==> config.mk <==
export PLATFORM = sky130hd
export DESIGN_NAME = sustained_fault_supervisor
export DESIGN_NICKNAME = d
export VERILOG_FILES = /design/src/hdl/sfs_pkg.sv /design/src/hdl/sustained_fault_supervisor.sv
export SDC_FILE = /design/constraint.sdc
export NUM_CORES = 2
export LEC_CHECK = 0
export BUFFER_PORTS_ARGS = -buffer_cell sky130_fd_sc_hd__buf_2
export CAP_MARGIN = 20
export CORE_UTILIZATION = 55
export DETAILED_ROUTE_END_ITERATION = 16
export GPL_TIMING_DRIVEN = 0
export PLACE_DENSITY_LB_ADDON = 0.12
export SYNTH_ARGS = -nofsm -noshare
export SYNTH_HDL_FRONTEND = slang
export SYNTH_SLANG_ARGS = --single-unit
==> constraint.sdc <==
create_clock -name clk_i -period 8.8 [get_ports clk_i]
set_clock_uncertainty 0.2 [all_clocks]
set_input_delay 1.76 -clock clk_i [delete_from_list [all_inputs] [get_ports clk_i]]
set_output_delay 1.76 -clock clk_i [all_outputs]
set_load 0.03 [all_outputs]
==> src/hdl/sfs_pkg.sv <==
// ----------------------------------------------------------------------------
// sfs_pkg: shared types and constants for the sustained fault supervisor
// Holds reset values of the registers, timing constants and the cause codes.
// ----------------------------------------------------------------------------
`timescale 1ns / 1ps
`default_nettype none

package sfs_pkg;

  localparam int unsigned TimeW   = 32;
  localparam int unsigned BytesW  = 24;
  localparam int unsigned StreakW = 8;
  localparam int unsigned AddrW   = 5;
  localparam int unsigned DataW   = 32;

  localparam logic [TimeW-1:0]   ArmSettleMs     = 32'd15000;
  localparam logic [TimeW-1:0]   StreakForgiveMs = 32'd600000;
  localparam logic [StreakW-1:0] DegradeStreak   = 8'd2;
  localparam logic [StreakW-1:0] StreakMax       = 8'hFF;

  localparam logic [BytesW-1:0] HeapFloorRst    = 24'd12288;
  localparam logic [BytesW-1:0] FragFloorRst    = 24'd20480;
  localparam logic [TimeW-1:0]  HeapGraceRst    = 32'd15000;
  localparam logic [TimeW-1:0]  FragGraceRst    = 32'd120000;
  localparam logic [TimeW-1:0]  LinkGraceRst    = 32'd120000;
  localparam logic [TimeW-1:0]  StallGraceRst   = 32'd30000;
  localparam logic [TimeW-1:0]  ArmFallbackRst  = 32'd60000;
  localparam logic [BytesW-1:0] LowWaterRst     = '1;

  typedef enum logic [2:0] {
    CAUSE_NIL   = 3'd0,
    CAUSE_HEAP  = 3'd1,
    CAUSE_FRAG  = 3'd2,
    CAUSE_LINK  = 3'd3,
    CAUSE_STALL = 3'd4
  } cause_e;

  typedef enum logic [2:0] {
    REG_HEAP_FLOOR   = 3'd0,
    REG_FRAG_FLOOR   = 3'd1,
    REG_HEAP_GRACE   = 3'd2,
    REG_FRAG_GRACE   = 3'd3,
    REG_LINK_GRACE   = 3'd4,
    REG_STALL_GRACE  = 3'd5,
    REG_ARM_FALLBACK = 3'd6,
    REG_STANDALONE   = 3'd7
  } reg_idx_e;

endpackage

`default_nettype wire

==> src/hdl/sustained_fault_supervisor.sv <==
// ----------------------------------------------------------------------------
// sustained_fault_supervisor: health supervisor with grace-timed faults
// Watches heap, fragmentation, link and heartbeat per sample tick and orders
// a restart once a fault has lasted for its grace time.
// ----------------------------------------------------------------------------
// Usage
//   Input channel (in_valid_i / in_ready_o) carries one sample tick per
//   transaction. Output channel (out_valid_o / out_ready_i) returns exactly
//   one result per tick, in order.
//   Path: a tick is registered in the input register, evaluated against the
//   supervisor state from that register, and its result is then held in the
//   output register.
//   Throughput: one tick per cycle while out_ready_i is high; a state update
//   is one pass of compares and subtracts; the next tick follows behind.
//   Stall: when the receiver holds out_ready_i low the output register keeps
//   its result, the input register fills and in_ready_o drops; nothing is
//   lost or repeated.
//   Reset: rst_ni clears all timers, the streak, the degraded latch and sets
//   the low-water mark to all ones; the registers return to their defaults.
//   Configuration: APB writes, register i at byte address 4*i, only while
//   the block is idle. pready is always high.
// ----------------------------------------------------------------------------
`timescale 1ns / 1ps
`default_nettype none

module sustained_fault_supervisor (
  input  wire logic                         clk_i,
  input  wire logic                         rst_ni,
  // configuration
  input  wire logic                         psel,
  input  wire logic                         penable,
  input  wire logic                         pwrite,
  input  wire logic [sfs_pkg::AddrW-1:0]    paddr,
  input  wire logic [sfs_pkg::DataW-1:0]    pwdata,
  output logic      [sfs_pkg::DataW-1:0]    prdata,
  output logic                              pready,
  // tick input
  input  wire logic                         in_valid_i,
  output logic                              in_ready_o,
  input  wire logic [sfs_pkg::TimeW-1:0]    now_ms_i,
  input  wire logic [sfs_pkg::BytesW-1:0]   free_heap_i,
  input  wire logic [sfs_pkg::BytesW-1:0]   largest_block_i,
  input  wire logic                         link_up_i,
  input  wire logic [sfs_pkg::TimeW-1:0]    heartbeat_i,
  input  wire logic                         listeners_ready_i,
  // result output
  output logic                              out_valid_o,
  input  wire logic                         out_ready_i,
  output logic                              restart_o,
  output logic      [2:0]                   cause_o,
  output logic      [sfs_pkg::StreakW-1:0]  streak_o,
  output logic                              degraded_o,
  output logic      [sfs_pkg::BytesW-1:0]   min_largest_o,
  output logic                              armed_o
);
  import sfs_pkg::*;

  // configuration registers
  logic [BytesW-1:0] heap_floor_q, frag_floor_q;
  logic [TimeW-1:0]  heap_grace_q, frag_grace_q, link_grace_q;
  logic [TimeW-1:0]  stall_grace_q, arm_fallback_q;
  logic              standalone_q;

  logic     cfg_wr;
  reg_idx_e cfg_idx;

  assign pready  = 1'b1;
  assign cfg_wr  = psel && penable && pwrite && pready;
  assign cfg_idx = reg_idx_e'(paddr[4:2]);

  always_ff @(posedge clk_i or negedge rst_ni) begin
    if (!rst_ni) begin
      heap_floor_q   <= HeapFloorRst;
      frag_floor_q   <= FragFloorRst;
      heap_grace_q   <= HeapGraceRst;
      frag_grace_q   <= FragGraceRst;
      link_grace_q   <= LinkGraceRst;
      stall_grace_q  <= StallGraceRst;
      arm_fallback_q <= ArmFallbackRst;
      standalone_q   <= 1'b0;
    end else if (cfg_wr) begin
      unique case (cfg_idx)
        REG_HEAP_FLOOR:   heap_floor_q   <= pwdata[BytesW-1:0];
        REG_FRAG_FLOOR:   frag_floor_q   <= pwdata[BytesW-1:0];
        REG_HEAP_GRACE:   heap_grace_q   <= pwdata;
        REG_FRAG_GRACE:   frag_grace_q   <= pwdata;
        REG_LINK_GRACE:   link_grace_q   <= pwdata;
        REG_STALL_GRACE:  stall_grace_q  <= pwdata;
        REG_ARM_FALLBACK: arm_fallback_q <= pwdata;
        REG_STANDALONE:   standalone_q   <= pwdata[0];
        default: ;
      endcase
    end
  end

  always_comb begin
    unique case (cfg_idx)
      REG_HEAP_FLOOR:   prdata = {{(DataW-BytesW){1'b0}}, heap_floor_q};
      REG_FRAG_FLOOR:   prdata = {{(DataW-BytesW){1'b0}}, frag_floor_q};
      REG_HEAP_GRACE:   prdata = heap_grace_q;
      REG_FRAG_GRACE:   prdata = frag_grace_q;
      REG_LINK_GRACE:   prdata = link_grace_q;
      REG_STALL_GRACE:  prdata = stall_grace_q;
      REG_ARM_FALLBACK: prdata = arm_fallback_q;
      REG_STANDALONE:   prdata = {{(DataW-1){1'b0}}, standalone_q};
      default:          prdata = '0;
    endcase
  end

  // handshake and pipeline control
  logic s1_valid_q;
  logic advance;

  assign advance    = s1_valid_q && (!out_valid_o || out_ready_i);
  assign in_ready_o = !s1_valid_q || advance;

  // input register
  logic [TimeW-1:0]  now_q, beat_q;
  logic [BytesW-1:0] heap_q, largest_q;
  logic              link_q, lsn_ready_q;

  always_ff @(posedge clk_i or negedge rst_ni) begin
    if (!rst_ni) begin
      s1_valid_q <= 1'b0;
    end else if (in_ready_o) begin
      s1_valid_q <= in_valid_i;
    end
  end

  always_ff @(posedge clk_i) begin
    if (in_valid_i && in_ready_o) begin
      now_q       <= now_ms_i;
      heap_q      <= free_heap_i;
      largest_q   <= largest_block_i;
      link_q      <= link_up_i;
      beat_q      <= heartbeat_i;
      lsn_ready_q <= listeners_ready_i;
    end
  end

  // supervisor state
  logic [TimeW-1:0]   heap_since_q, frag_since_q, link_since_q;
  logic [TimeW-1:0]   last_beat_q, beat_change_q, ready_at_q;
  logic [StreakW-1:0] streak_q;
  logic               degraded_q;
  logic [BytesW-1:0]  low_water_q;

  logic [TimeW-1:0]   heap_since_d, frag_since_d, link_since_d;
  logic [TimeW-1:0]   last_beat_d, beat_change_d, ready_at_d;
  logic [StreakW-1:0] streak_d;
  logic               degraded_d;
  logic [BytesW-1:0]  low_water_d;

  logic [BytesW-1:0]  shown_low;
  logic [TimeW-1:0]   lbc, rdy_at, settle_dt, heap_dt, frag_dt, link_dt, stall_dt;
  logic [StreakW-1:0] streak_f;
  logic               armed;
  logic               heap_flt, frag_flt, link_flt;
  logic               heap_trip, frag_trip, link_trip, stall_trip;
  logic               frag_run, link_run;
  cause_e             cause;

  always_comb begin
    shown_low = (largest_q < low_water_q) ? largest_q : low_water_q;
    lbc       = (beat_q != last_beat_q) ? now_q : beat_change_q;
    // a ready tick at time zero records zero, which still reads as not ready
    rdy_at    = (lsn_ready_q && ready_at_q == '0) ? now_q : ready_at_q;
    streak_f  = (streak_q != '0 && now_q >= StreakForgiveMs) ? '0 : streak_q;

    settle_dt = now_q - rdy_at;
    armed     = (now_q >= arm_fallback_q) ||
                (rdy_at != '0 && settle_dt >= ArmSettleMs);

    heap_flt  = heap_q < heap_floor_q;
    frag_flt  = largest_q < frag_floor_q;
    link_flt  = !link_q;

    heap_dt   = now_q - heap_since_q;
    frag_dt   = now_q - frag_since_q;
    link_dt   = now_q - link_since_q;
    stall_dt  = now_q - lbc;

    heap_trip  = armed && heap_flt && heap_since_q != '0 && heap_dt >= heap_grace_q;
    frag_run   = armed && !heap_trip;
    frag_trip  = frag_run && frag_flt && frag_since_q != '0 && frag_dt >= frag_grace_q;
    link_run   = frag_run && !frag_trip && !standalone_q;
    link_trip  = link_run && link_flt && link_since_q != '0 && link_dt >= link_grace_q;
    stall_trip = frag_run && !frag_trip && !link_trip && stall_dt >= stall_grace_q;

    if (heap_trip)       cause = CAUSE_HEAP;
    else if (frag_trip)  cause = CAUSE_FRAG;
    else if (link_trip)  cause = CAUSE_LINK;
    else if (stall_trip) cause = CAUSE_STALL;
    else                 cause = CAUSE_NIL;

    // the heap, frag and link timers only move for checks that actually ran
    heap_since_d = heap_since_q;
    frag_since_d = frag_since_q;
    link_since_d = link_since_q;
    if (armed) begin
      heap_since_d = !heap_flt ? '0 : ((heap_since_q == '0) ? now_q : heap_since_q);
    end
    if (frag_run) begin
      frag_since_d = !frag_flt ? '0 : ((frag_since_q == '0) ? now_q : frag_since_q);
    end
    if (link_run) begin
      link_since_d = !link_flt ? '0 : ((link_since_q == '0) ? now_q : link_since_q);
    end
    last_beat_d   = beat_q;
    beat_change_d = lbc;
    ready_at_d    = rdy_at;
    low_water_d   = shown_low;
    streak_d      = streak_f;
    degraded_d    = degraded_q;

    if (cause != CAUSE_NIL) begin
      streak_d      = (streak_f == StreakMax) ? streak_f : streak_f + 1'b1;
      degraded_d    = streak_d >= DegradeStreak;
      heap_since_d  = '0;
      frag_since_d  = '0;
      link_since_d  = '0;
      last_beat_d   = '0;
      beat_change_d = '0;
      ready_at_d    = '0;
      low_water_d   = LowWaterRst;
    end
  end

  always_ff @(posedge clk_i or negedge rst_ni) begin
    if (!rst_ni) begin
      heap_since_q  <= '0;
      frag_since_q  <= '0;
      link_since_q  <= '0;
      last_beat_q   <= '0;
      beat_change_q <= '0;
      ready_at_q    <= '0;
      streak_q      <= '0;
      degraded_q    <= 1'b0;
      low_water_q   <= LowWaterRst;
    end else if (advance) begin
      heap_since_q  <= heap_since_d;
      frag_since_q  <= frag_since_d;
      link_since_q  <= link_since_d;
      last_beat_q   <= last_beat_d;
      beat_change_q <= beat_change_d;
      ready_at_q    <= ready_at_d;
      streak_q      <= streak_d;
      degraded_q    <= degraded_d;
      low_water_q   <= low_water_d;
    end
  end

  // result register
  always_ff @(posedge clk_i or negedge rst_ni) begin
    if (!rst_ni) begin
      out_valid_o <= 1'b0;
    end else if (!out_valid_o || out_ready_i) begin
      out_valid_o <= s1_valid_q;
    end
  end

  always_ff @(posedge clk_i) begin
    if (advance) begin
      restart_o     <= cause != CAUSE_NIL;
      cause_o       <= cause;
      streak_o      <= streak_d;
      degraded_o    <= degraded_d;
      min_largest_o <= shown_low;
      armed_o       <= armed;
    end
  end

  // checks
  a_restart_armed : assert property (@(posedge clk_i) disable iff (!rst_ni)
    out_valid_o && restart_o |-> armed_o && streak_o != '0)
    else $error("restart ordered while not armed or with zero streak");

  a_restart_degraded : assert property (@(posedge clk_i) disable iff (!rst_ni)
    out_valid_o && restart_o |-> degraded_o == (streak_o >= DegradeStreak))
    else $error("degraded latch disagrees with streak at restart");

  a_restart_clears : assert property (@(posedge clk_i) disable iff (!rst_ni)
    advance && cause != CAUSE_NIL |=> low_water_q == LowWaterRst && ready_at_q == '0)
    else $error("timers not cleared after restart");

endmodule

`default_nettype wire

==> results_dict.tcl <==
set metrics [dict create \
    status "complete, no violations" \
    power_density_mw_per_mm2 336.5 \
    viasPerCell 6.085 \
    startpoint_type "flop" \
    grt_pass1_vias 30910 \
    fin_crit_ns 8.613 \
    grt_usage 0.3438 \
    grt_max_degree 115 \
    mostFrequentLayoutCells "454 x nand2_1, 376 x ha_1, 373 x dfrtp_1, 372 x inv_1, 327 x o21ai_0" \
    clk_pin_slew_ns 0.06 \
    yosys_warnings 0 \
    max_freq_ghz 0.1161 \
    ys_types 97 \
    antenna_found_initial 3 \
    timing.hold.ws_ns 0.2767 \
    ir_drop_mv 0.2011 \
    slowest_stage "a221o_2" \
    drtIter0Drc 3112 \
    rsz0062_at_grt "true" \
    cp_top_family "compound AO/OA/AOI/OAI gates" \
    htreeDepth 3 \
    grt_pass1_wl_mm 184.5 \
    syn_area_per_cell_um2 9.531 \
    initial_core_util 0.5568 \
    crit_cells 43 \
    wl_per_cell_um 22.96 \
    cts-root-buf "clkbuf_16" \
    io_buffers 226 \
    final_common_cell "nand2_1" \
    cpPeakStageDelay_ns 0.47 \
    hpwl_mm 93.17 \
    rows 96 \
    crit_arrival_ns 8.91 \
    syn_inst 4021 \
    slew-limit-headroom 0.1591 \
    slew_violations 0 \
    ys_seq_elements 588 \
    dr.pass1.iters 5 \
    finalSetupViolations 0 \
    crit_top_cell "a21o_1" \
    worstPathRequired_ns 9.09 \
    cts_tree "done" \
    yosys.area.top_type "dfrtp_1" \
    gp_congestion 0.9561 \
    die_height_um 266.0 \
    ant_nets 0 \
    dieArea_mm2 0.07074 \
    cts.sinks 588 \
    hold_viol 0 \
    die_w_um 266.0 \
    worstRegToRegCells 43 \
    pin_count 231 \
    end_kind "flop" \
    hold_depth 2 \
    cp_num_buf_inv 6 \
    grt-ovfl-total 0 \
    synthArstFlopShare 0.7415 \
    area_delta_synth_final_pct 13.70 \
    num_vias 32490 \
    finalNetCount 4890 \
    synthFlopType "dfrtp_1" \
    worst_pin_slew_ns 1.257 \
    path_class "reg2reg" \
    synth_edf_count 152 \
    yosysSeqAreaShare 0.4059 \
    p_leak_uw 0.01977 \
    core_mm2 0.06883 \
    cp-startpoint "beat_q[11]$_DFFE_PP_" \
    synth.top_cells.by_area "dfrtp_1 24%, ha_1 12%, edfxtp_1 12%" \
    clk_latency_ns 0.63 \
    hp-start "beat_change_q[30]$_DFFE_PN0P_" \
    syn_area_mm2 0.03832 \
    reg2reg_from "beat_q[11]$_DFFE_PP_" \
    p_total_uw 14660 \
    wl_mm 122.6 \
    yosysTopAreaCellShare 0.2436 \
    fin_crit_sh 0.9788 \
    crit_path_max_fanout 10 \
    hp-class "reg2reg" \
    drive_above_1_share 0.1400 \
    drc_errors 0 \
    cap_violations 0 \
    synth_nets 4560 \
    clk_path_buf_depth 3 \
    numCtsBuffers 69 \
]
[power by group]
part	internal [uW]	leakage [uW]	switching [uW]
sequential	3520	0.00681	481
combinational	3010	0.0118	4670
clock	1740	0.00112	1240
total	8270	0.0198	6390
[synth_stat cells (12+ instances only)]
master and instances:
a21o_1 137, nand2_1 454, dfstp_2 63, a22oi_1 22
nor3_1 61, or3_1 12, mux2_2 67, and2_1 19
mux2i_1 74, ha_1 377, nor2_1 164, buf_6 15
a31oi_1 16, edfxtp_1 152, o221a_2 13, nand3_1 52
a211oi_1 26, nand2b_1 56, o31a_1 28, nor4_1 46
buf_1 13, o21a_1 36, nor2b_1 43, a22o_1 100
o211ai_1 34, dfrtp_1 373, and3_1 28, xnor2_1 96
clkbuf_1 131, nand4_1 56, a21oi_1 213, xor2_1 66
inv_1 372, o21bai_1 21, o31ai_1 63, o21ai_0 331
[final timing paths]
check,slack [ns],endpoint
setup reg to reg,0.19,heap_since_q[13]$_DFFE_PN0P_
hold reg to reg,0.28,beat_change_q[30]$_DFFE_PN0P_
hold / removal,0.28,beat_change_q[30]$_DFFE_PN0P_
setup / recovery,0.19,heap_since_q[13]$_DFFE_PN0P_
max in group asynchronous,6.19,low_water_q[20]$_DFFE_PN1P_
min in group asynchronous,0.89,link_grace_q[28]$_DFFE_PN0P_
[area by class of cell]
cell class / count / area, um^2
Inverter: 374 / 1404
Sequential cell: 588 / 15550
Clock inverter: 31 / 386.6
Timing Repair Buffer: 259 / 1534
Antenna cell: 2 / 5.005
Clock buffer: 96 / 1939
Multi-Input combinational cell: 2891 / 20770
Tap cell: 931 / 1165
Buffer: 168 / 818.3
Fill cell: 5862 / 25250
[through the flow]
step / setup WS [ns] / instances / cell area (um^2) / util / TNS [ns]
5_1_grt: -0.07790 / 5338 / 43570 / 0.6330 / -3.817
3_5_place_dp: -2.826 / 5186 / 40820 / 0.5931 / -527.20
2_1_floorplan: 0.1676 / 4021 / 38320 / - / 0
4_1_cts: 0.02809 / 5330 / 43450 / 0.6313 / 0
3_3_place_gp: -3.498 / 5178 / 40620 / 0.5902 / -1842.47
6_report: 0.1867 / 5340 / 43570 / 0.6331 / 0
[timing repair]
action / in CTS / in global routing
gates resized for setup: 41 / 24
hold buffers: 0 / 0
pin swaps: 13 / 13
buffers inserted: 17 / 7
endpoints found under the hold margin: 0 / 0
endpoints found under the setup margin: 236 / 235
[registers in the layout (all words and copies together) (netlist names), 32 cells and up]
signal,cells
last_beat_q,32
now_q,32
heap_since_q,32
heap_grace_q,32
beat_change_q,32
link_since_q,32
link_grace_q,32
ready_at_q,32
arm_fallback_q,32
frag_since_q,32
frag_grace_q,32
beat_q,32
stall_grace_q,32
[worst min-delay path, cell delays in order (launching register included)]
cell and delay (ns):
dfrtp_1 0.34, nand2_1 0.05, o31ai_1 0.05
[layer usage]
| layer | GRT usage | vias to the layer above | part of all wire |
|---|---|---|---|
| li1 | - | 15180 | - |
| met1 | 0.4797 | 15820 | 0.43 |
| met2 | 0.5261 | 1285 | 0.44 |
| met3 | 0.05619 | 200 | 0.078 |
| met4 | 0.1538 | 4 | 0.044 |
| met5 | 0 | - | 0.00023 |
[cells by family (layout without fill, tap and decap cells)]
kind of cell / Yosys count / count (layout) / synth area share
compound gates: 1167 / 1167 / 0.2032
fa+ha+maj: 382 / 382 / 0.1254
simple gates: 1030 / 1030 / 0.1282
buf+inv: 542 / 928 / 0.05645
other cells: 1 / 3 / 0.00009785
flops: 588 / 588 / 0.4059
xor+xnor: 162 / 162 / 0.03702
mux: 149 / 149 / 0.04372
(Power assumes the default switching activity.)
